`config.mk`:
```
export PLATFORM = sky130hd
export DESIGN_NAME = i2c_master_bit_sequencer_top
export DESIGN_NICKNAME = d
export VERILOG_FILES = /design/src/rtl/core/i2cbs_pkg.sv /design/src/rtl/core/i2c_master_bit_sequencer_top.sv /design/src/rtl/core/i2cbs_step.sv
export SDC_FILE = /design/constraint.sdc
export NUM_CORES = 1
export LEC_CHECK = 0
export BUFFER_PORTS_ARGS = -buffer_cell sky130_fd_sc_hd__buf_2
export CORE_ASPECT_RATIO = 1.2
export CORE_UTILIZATION = 49
export CTS_CLUSTER_DIAMETER = 30
export CTS_CLUSTER_SIZE = 40
export DETAILED_ROUTE_END_ITERATION = 6
export PLACE_DENSITY = 0.8
export REMOVE_ABC_BUFFERS = 1
export SYNTH_ARGS = -nofsm -noshare
export SYNTH_HDL_FRONTEND = slang
export SYNTH_HIERARCHICAL = 1
export SYNTH_SLANG_ARGS = --single-unit
```
`constraint.sdc`:
```
create_clock -name i_clk -period 2.7 [get_ports i_clk]
set_input_delay 0.135 -clock i_clk [delete_from_list [all_inputs] [get_ports i_clk]]
set_output_delay 0.135 -clock i_clk [all_outputs]
set_load 0.005 [all_outputs]
```
`src/rtl/core/i2cbs_pkg.sv`:
```
// Shared types and constants for the I2C master bit sequencer.
`default_nettype none

package i2cbs_pkg;

    // Command codes carried on the cmd field. Code seven is unused.
    typedef enum logic [2:0] {
        CMD_TICK  = 3'd0,
        CMD_START = 3'd1,
        CMD_STOP  = 3'd2,
        CMD_WRITE = 3'd3,
        CMD_READ  = 3'd4,
        CMD_SACK  = 3'd5,
        CMD_RACK  = 3'd6
    } t_cmd;

    localparam logic [4:0] START_LAST = 5'd3;
    localparam logic [4:0] STOP_LAST  = 5'd2;
    localparam logic [4:0] WRITE_LAST = 5'd23;
    localparam logic [4:0] READ_LAST  = 5'd24;
    localparam logic [4:0] SACK_LAST  = 5'd2;
    localparam logic [4:0] RACK_LAST  = 5'd3;

    // Phases within one bit slot of a byte transfer.
    localparam logic [1:0] PH_DATA = 2'd0;
    localparam logic [1:0] PH_HIGH = 2'd1;
    localparam logic [1:0] PH_LOW  = 2'd2;

    // Architectural state of the sequencer.
    typedef struct packed {
        logic       scl;
        logic       sda;
        t_cmd       cmd;
        logic [4:0] idx;
        logic [1:0] ph;
        logic [2:0] bit_no;
        logic [7:0] shift;
        logic       ack_seen;
        logic       busy;
        logic [7:0] hold;
    } t_state;

    // Per-beat status produced alongside the next state.
    typedef struct packed {
        logic done;
        logic rejected;
    } t_flags;

endpackage

`default_nettype wire

```
`src/rtl/core/i2c_master_bit_sequencer_top.sv`:
```
// Top level of the I2C master bit sequencer: state and result registers.
//
//  Channel | Direction | Handshake           | Payload
//  --------+-----------+---------------------+-------------------------------------------
//  in      | input     | i_valid / o_ready   | i_cmd, i_tx_byte, i_ack_level, i_sda_in
//  out     | output    | o_valid / i_ready   | o_scl_level, o_sda_level, o_busy_res,
//          |           |                     | o_done_res, o_rx_byte, o_rx_ack, o_rejected
//
// Every input beat produces exactly one output beat, registered on its accepting edge.
// The sequencer state and the result register are both loaded on the accepting edge,
// so a new beat can be taken every cycle; the single-entry result register sets the rate.
// The input side stalls only while a result is held and the output side is not ready.
// Reset is synchronous and active low: both lines go high, the sequencer goes idle.
`default_nettype none

module i2c_master_bit_sequencer_top (
    input  wire logic       i_clk,
    input  wire logic       i_rst_n,
    input  wire logic       i_valid,
    output logic            o_ready,
    input  wire logic [2:0] i_cmd,
    input  wire logic [7:0] i_tx_byte,
    input  wire logic       i_ack_level,
    input  wire logic       i_sda_in,
    output logic            o_valid,
    input  wire logic       i_ready,
    output logic            o_scl_level,
    output logic            o_sda_level,
    output logic            o_busy_res,
    output logic            o_done_res,
    output logic [7:0]      o_rx_byte,
    output logic            o_rx_ack,
    output logic            o_rejected
);

    i2cbs_pkg::t_state r_state;
    i2cbs_pkg::t_state n_state;
    i2cbs_pkg::t_flags n_flags;
    i2cbs_pkg::t_flags r_flags;
    logic              r_out_valid;
    logic              in_beat;

    // The result register can take a new beat whenever it is empty or draining.
    assign o_ready = !r_out_valid || i_ready;
    assign in_beat = i_valid && o_ready;

    i2cbs_step u_step (
        .i_state     (r_state),
        .i_cmd       (i2cbs_pkg::t_cmd'(i_cmd)),
        .i_tx_byte   (i_tx_byte),
        .i_ack_level (i_ack_level),
        .i_sda_in    (i_sda_in),
        .o_state     (n_state),
        .o_flags     (n_flags)
    );

    always_ff @(posedge i_clk) begin
        if (!i_rst_n) begin
            r_state.scl      <= 1'b1;
            r_state.sda      <= 1'b1;
            r_state.cmd      <= i2cbs_pkg::CMD_TICK;
            r_state.idx      <= '0;
            r_state.ph       <= i2cbs_pkg::PH_DATA;
            r_state.bit_no   <= '0;
            r_state.shift    <= '0;
            r_state.ack_seen <= 1'b0;
            r_state.busy     <= 1'b0;
            r_state.hold     <= '0;
            r_flags          <= '0;
            r_out_valid      <= 1'b0;
        end else begin
            if (in_beat) begin
                r_state     <= n_state;
                r_flags     <= n_flags;
                r_out_valid <= 1'b1;
            end else if (i_ready) begin
                r_out_valid <= 1'b0;
            end
        end
    end

    // The result is the state left by the last accepted beat plus its flags.
    assign o_valid     = r_out_valid;
    assign o_scl_level = r_state.scl;
    assign o_sda_level = r_state.sda;
    assign o_busy_res  = r_state.busy;
    assign o_done_res  = r_flags.done;
    assign o_rx_byte   = r_state.shift;
    assign o_rx_ack    = r_state.ack_seen;
    assign o_rejected  = r_flags.rejected;

`ifndef ASSERT_OFF
    // A finished command always leaves the sequencer idle.
    a_done_idle: assert property (@(posedge i_clk) disable iff (!i_rst_n)
        (o_valid && o_done_res) |-> !o_busy_res)
        else $error("done reported while still busy");

    // A command is only refused while a sequence is running.
    a_reject_busy: assert property (@(posedge i_clk) disable iff (!i_rst_n)
        (o_valid && o_rejected) |-> o_busy_res)
        else $error("command rejected while idle");

    // One beat cannot both finish a command and refuse another.
    a_done_xor_reject: assert property (@(posedge i_clk) disable iff (!i_rst_n)
        o_valid |-> !(o_done_res && o_rejected))
        else $error("done and rejected in the same beat");
`endif

endmodule

`default_nettype wire

```
`src/rtl/core/i2cbs_step.sv`:
```
// Next-state logic: applies one input beat to the sequencer state.
`default_nettype none

module i2cbs_step (
    input  var i2cbs_pkg::t_state i_state,
    input  var i2cbs_pkg::t_cmd   i_cmd,
    input  wire logic [7:0]       i_tx_byte,
    input  wire logic             i_ack_level,
    input  wire logic             i_sda_in,
    output i2cbs_pkg::t_state     o_state,
    output i2cbs_pkg::t_flags     o_flags
);

    logic [4:0] last;
    logic       step_bit;

    always_comb begin
        o_state  = i_state;
        o_flags  = '0;
        last     = '0;
        step_bit = 1'b0;
        if (i_cmd inside {[i2cbs_pkg::CMD_START:i2cbs_pkg::CMD_RACK]}) begin
            if (i_state.busy) begin
                o_flags.rejected = 1'b1;
            end else begin
                o_state.cmd    = i_cmd;
                o_state.idx    = '0;
                o_state.ph     = i2cbs_pkg::PH_DATA;
                o_state.bit_no = '0;
                o_state.busy   = 1'b1;
                if (i_cmd == i2cbs_pkg::CMD_WRITE) begin
                    o_state.hold = i_tx_byte;
                end else if (i_cmd == i2cbs_pkg::CMD_SACK) begin
                    o_state.hold = {7'd0, i_ack_level};
                end
                if (i_cmd == i2cbs_pkg::CMD_READ) begin
                    o_state.shift = '0;
                end
            end
        end else if (i_cmd == i2cbs_pkg::CMD_TICK && i_state.busy) begin
            case (i_state.cmd)
                i2cbs_pkg::CMD_START: begin
                    last = i2cbs_pkg::START_LAST;
                    case (i_state.idx[1:0])
                        2'd0:    o_state.sda = 1'b1;
                        2'd1:    o_state.scl = 1'b1;
                        2'd2:    o_state.sda = 1'b0;
                        default: o_state.scl = 1'b0;
                    endcase
                end
                i2cbs_pkg::CMD_STOP: begin
                    last = i2cbs_pkg::STOP_LAST;
                    case (i_state.idx[1:0])
                        2'd0:    o_state.sda = 1'b0;
                        2'd1:    o_state.scl = 1'b1;
                        default: o_state.sda = 1'b1;
                    endcase
                end
                i2cbs_pkg::CMD_WRITE: begin
                    last     = i2cbs_pkg::WRITE_LAST;
                    step_bit = 1'b1;
                    case (i_state.ph)
                        i2cbs_pkg::PH_DATA: o_state.sda = i_state.hold[3'd7 - i_state.bit_no];
                        i2cbs_pkg::PH_HIGH: o_state.scl = 1'b1;
                        default:            o_state.scl = 1'b0;
                    endcase
                end
                i2cbs_pkg::CMD_READ: begin
                    last = i2cbs_pkg::READ_LAST;
                    if (i_state.idx == 5'd0) begin
                        // Release the data line before the first clock pulse.
                        o_state.sda = 1'b1;
                    end else begin
                        step_bit = 1'b1;
                        case (i_state.ph)
                            i2cbs_pkg::PH_DATA: o_state.scl = 1'b1;
                            i2cbs_pkg::PH_HIGH: begin
                                if (i_sda_in) begin
                                    o_state.shift[3'd7 - i_state.bit_no] = 1'b1;
                                end
                            end
                            default: o_state.scl = 1'b0;
                        endcase
                    end
                end
                i2cbs_pkg::CMD_SACK: begin
                    last = i2cbs_pkg::SACK_LAST;
                    case (i_state.idx[1:0])
                        2'd0:    o_state.sda = i_state.hold[0];
                        2'd1:    o_state.scl = 1'b1;
                        default: o_state.scl = 1'b0;
                    endcase
                end
                i2cbs_pkg::CMD_RACK: begin
                    last = i2cbs_pkg::RACK_LAST;
                    case (i_state.idx[1:0])
                        2'd0:    o_state.sda = 1'b1;
                        2'd1:    o_state.scl = 1'b1;
                        2'd2:    o_state.ack_seen = i_sda_in;
                        default: o_state.scl = 1'b0;
                    endcase
                end
                default: last = '0;
            endcase

            if (step_bit) begin
                if (i_state.ph == i2cbs_pkg::PH_LOW) begin
                    o_state.ph     = i2cbs_pkg::PH_DATA;
                    o_state.bit_no = i_state.bit_no + 3'd1;
                end else begin
                    o_state.ph = i_state.ph + 2'd1;
                end
            end

            if (i_state.idx >= last) begin
                o_state.busy  = 1'b0;
                o_state.cmd   = i2cbs_pkg::CMD_TICK;
                o_state.idx   = '0;
                o_flags.done  = 1'b1;
            end else begin
                o_state.idx = i_state.idx + 5'd1;
            end
        end
    end

endmodule

`default_nettype wire

```
==> metrics.md <==
| Metric | Value |
|---|---|
| FFs w/ async S/R, synth | 0 |
| Initial core utilization | 0.519 |
| Gr usage total | 0.211 |
| Post-Syn Area | 2790 um2 |
| Leak | 1.20 nW |
| Antenna cell count | 0 |
| Hold Path Class | input port to register |
| CP required | 2920 ps |
| Ordered cell list for the critical path | or3b_4, and2_1, ha_1, a21o_1, a31oi_1, buf_4, nor2_1, nor3_1, nand2_1, mux2i_1 |
| DRT Pass-1 Iters | 7 |
| P&R area growth vs syn | 5.52% |
| Share of post-route cells with drive strength above 1 | 0.156 |
| Post-route DRC | 0 |
| Unique masters post-synth | 53 |
| Nets | 405 |
| Yosys top cell area share | 0.258 |
| Post-synth EDFFs | 0 |
| Highest Signal Layer | met4 |
| Ys flop type | dfxtp_1 |
| Die Area | 6000 um2 |
| Routed vias | 2502 |
| Worst slack, placed | 283 ps |
| DR iter-0 viols | 173 |
| WP data arrival | 2690 ps |
| Worst vdd ir | 159 uV |
| Via/cell ratio | 5.69 |
| Pwr Density | 402 nW/um2 |
| Height of the die | 84.6 um |
| Clock Path Buffers | 2 |
| Antenna violations before repair | 0 |
| CP max FO | 15 |
| Setup_tns | 0 ps |
| Rows | 29 |
| Share of total power in sequential cells | 0.478 |
| Post-synthesis compound-gate area fraction | 0.174 |
| Synth top cells by count | nand2_1 (105), dfxtp_1 (36), mux2i_1 (36) |
| M1 wire length | 2640 um |
| Highest Clock Rate | 405 MHz |
| CTS H-tree lvls | 2 |
| Max Cap Violations | 0 |
| RSZ-0062 raised after global routing | false |
| Multi-input combinational cell area | 1820 um2 |
| Post-route cell area | 2940 um2 |
| Main combinational cell family by area after synthesis | simple AND/OR/NAND/NOR gates |
| Hold Buf Count CTS | 0 |
| Max-slew violations | 0 |
| Post-route minimum period | 2470 ps |
| Port buffer count | 32 |
| Sequential cell area | 721 um2 |
| Clock latency on the worst-skew pair | 290 ps |
| Post-CTS sizing | 0 |
| Xor and xnor area share after synthesis | 0.00314 |
| Routed wire length | 6000 um |
| Worst path slowest cell | or3b_4 |
| Clk slew on worst S/H paths | 70 ps |
| Vias in the first global route | 2259 |
| Kind of critical path | register to register |
| Internal power component | 0.853 mW |
| Mux contribution to synthesized area | 0.162 |
| Status | completed |
| CTS tree | done |
| Startpoint types | register |
| Final worst slack | 232 ps |
| Top cell type by total area after synthesis | dfxtp_1 |
| Max incr delay on CP | 470 ps |
| Met3 wire len | 180 um |
| Dpl cell area | 2850 um2 |
| Post-Synth Adder-Cell Area | 0.0449 |
| First-pass GRT wire length | 10300 um |
| Post-CTS Setup Bufs | 0 |
| Post-DP HPWL | 4110 um |
| Total grt overflow | 0 |
| Routed WL per cell | 13.6 um |
| CTS Buf Count | 5 |
| CP Capture Type | register |
| Final hold vios | 0 |
| Post-Synth Simple-Gate Area | 0.268 |
| Net Sw Frac | 0.278 |
| Final period util | 0.914 |
| Slew headroom | 0.249 |
| Final ANT Viol Nets | 0 |
| Skew final | 3.74 ps |
| Dominant cells by area after synthesis | dfxtp_1 (26%), nand2_1 (14%), mux2i_1 (13%) |
| Post-synthesis sequential area ratio | 0.258 |
| Met2 wire length | 3080 um |
| Clock group share of total power | 0.352 |
| Clock sink count | 36 |
| Core Area | 5370 um2 |
| Final setup violating endpoints | 0 |
| Synth Warn # | 6 |
| Psw | 0.329 mW |
| Synth Instances | 365 |
| Largest net degree at the start of global routing | 70 |
| Comb pwr share | 0.170 |
| Die Span X | 70.9 um |
| CTS root buf | clkbuf_8 |
| #FFs+latches synth | 36 |
| Synth Area per Inst | 7.64 um2 |
| Fillers | 531 |
| IO Pins | 33 |
| Worst slew pin tran | 1130 ps |
| Count leader, synth | nand2_1 |
| GPL Wtd Cong | 0.875 |
per-stage QoR:
stage / total power [mW] / util / std cells / hold slack, ps
3_5_place_dp: 0.777 / 0.530 / 433 / 429
4_1_cts: 1.20 / 0.548 / 440 / 119
6_report: 1.18 / 0.548 / 440 / 122
3_3_place_gp: 0.773 / 0.530 / 433 / 420
2_1_floorplan: 0.695 / - / 334 / 224
5_1_grt: 1.25 / 0.548 / 440 / 126
flip-flops by register name, summed over array words and instances (netlist names):
name         cells
o_rx_byte        8
r_state         21
o_busy_res       1
o_sda_level      1
o_done_res       1
o_scl_level      1
o_valid          1
o_rejected       1
o_rx_ack         1
power groups by stage:
stage	combinational, mW	sequential, mW	clock, mW
2_1_floorplan	0.121	0.574	0
3_3_place_gp	0.197	0.576	0
3_5_place_dp	0.200	0.577	0
4_1_cts	0.200	0.565	0.431
5_1_grt	0.225	0.567	0.458
6_report	0.201	0.565	0.416
critical path, delay by kind of cell (launching register included):
kind                     cells  cell delay, ps
AO/OA/AOI/OAI                2             290
adder cells (fa/ha/maj)      1             280
buffers and inverters        1             160
flip-flops                   1             440
multiplexers                 1             170
AND/OR/NAND/NOR              5            1060
final timing paths:
kind                             from                        to  slack, ps  cells past startpoint
max reg2reg  r_state[28]$_SDFFE_PN0P_  r_state[27]$_SDFFE_PN0P_        230                     10
min reg2reg   o_done_res$_SDFFE_PN0P_   o_done_res$_SDFFE_PN0P_        460                      2
min                           i_valid      o_valid$_SDFFE_PN0P_        120                      3
max          r_state[28]$_SDFFE_PN0P_  r_state[27]$_SDFFE_PN0P_        230                     10
area by class of cell:
| class | count | area share |
|---|---|---|
| Timing Repair Buffer | 37 | 0.0672 |
| Sequential cell | 36 | 0.245 |
| Multi-Input combinational cell | 289 | 0.617 |
| Tap cell | 62 | 0.0264 |
| Inverter | 9 | 0.0115 |
| Clock buffer | 7 | 0.0327 |
cell usage in the layout (no fill, tap or decap), drive strengths merged, types with 2 or more instances in the layout:
cell type  netlist  routed
nand2          105     105
buf             18      37
mux2i           36      36
dfxtp           36      36
o21ai           26      26
nor2            14      14
nand3           12      12
a21oi           11      11
ha              10      10
a22o             9       9
inv              9       9
clkbuf          13       7
nand2b           7       7
o31ai            6       6
nor3             5       5
nor2b            4       4
a31oi            4       4
mux2             4       4
nand3b           3       3
o22ai            3       3
and2             3       3
or3              3       3
o211ai           2       2
a21o             2       2
mux4             2       2
nor4b            2       2
routing by layer:
metal,GRT usage,vias up
li1,-,1304
met1,0.248,1155
met2,0.380,34
met3,0.0408,9
met4,0.0727,0
met5,0,-
logic make-up after synthesis:
| family | count (synthesis) |
|---|---|
| xor gates and xnor gates | 1 |
| DFF | 36 |
| muxes | 42 |
| AOI/OAI and AO/OA | 72 |
| adders and majority gates | 10 |
| and+or+nand+nor | 164 |
| buffers and inverters | 40 |
Power figures use the tool's default switching activity.
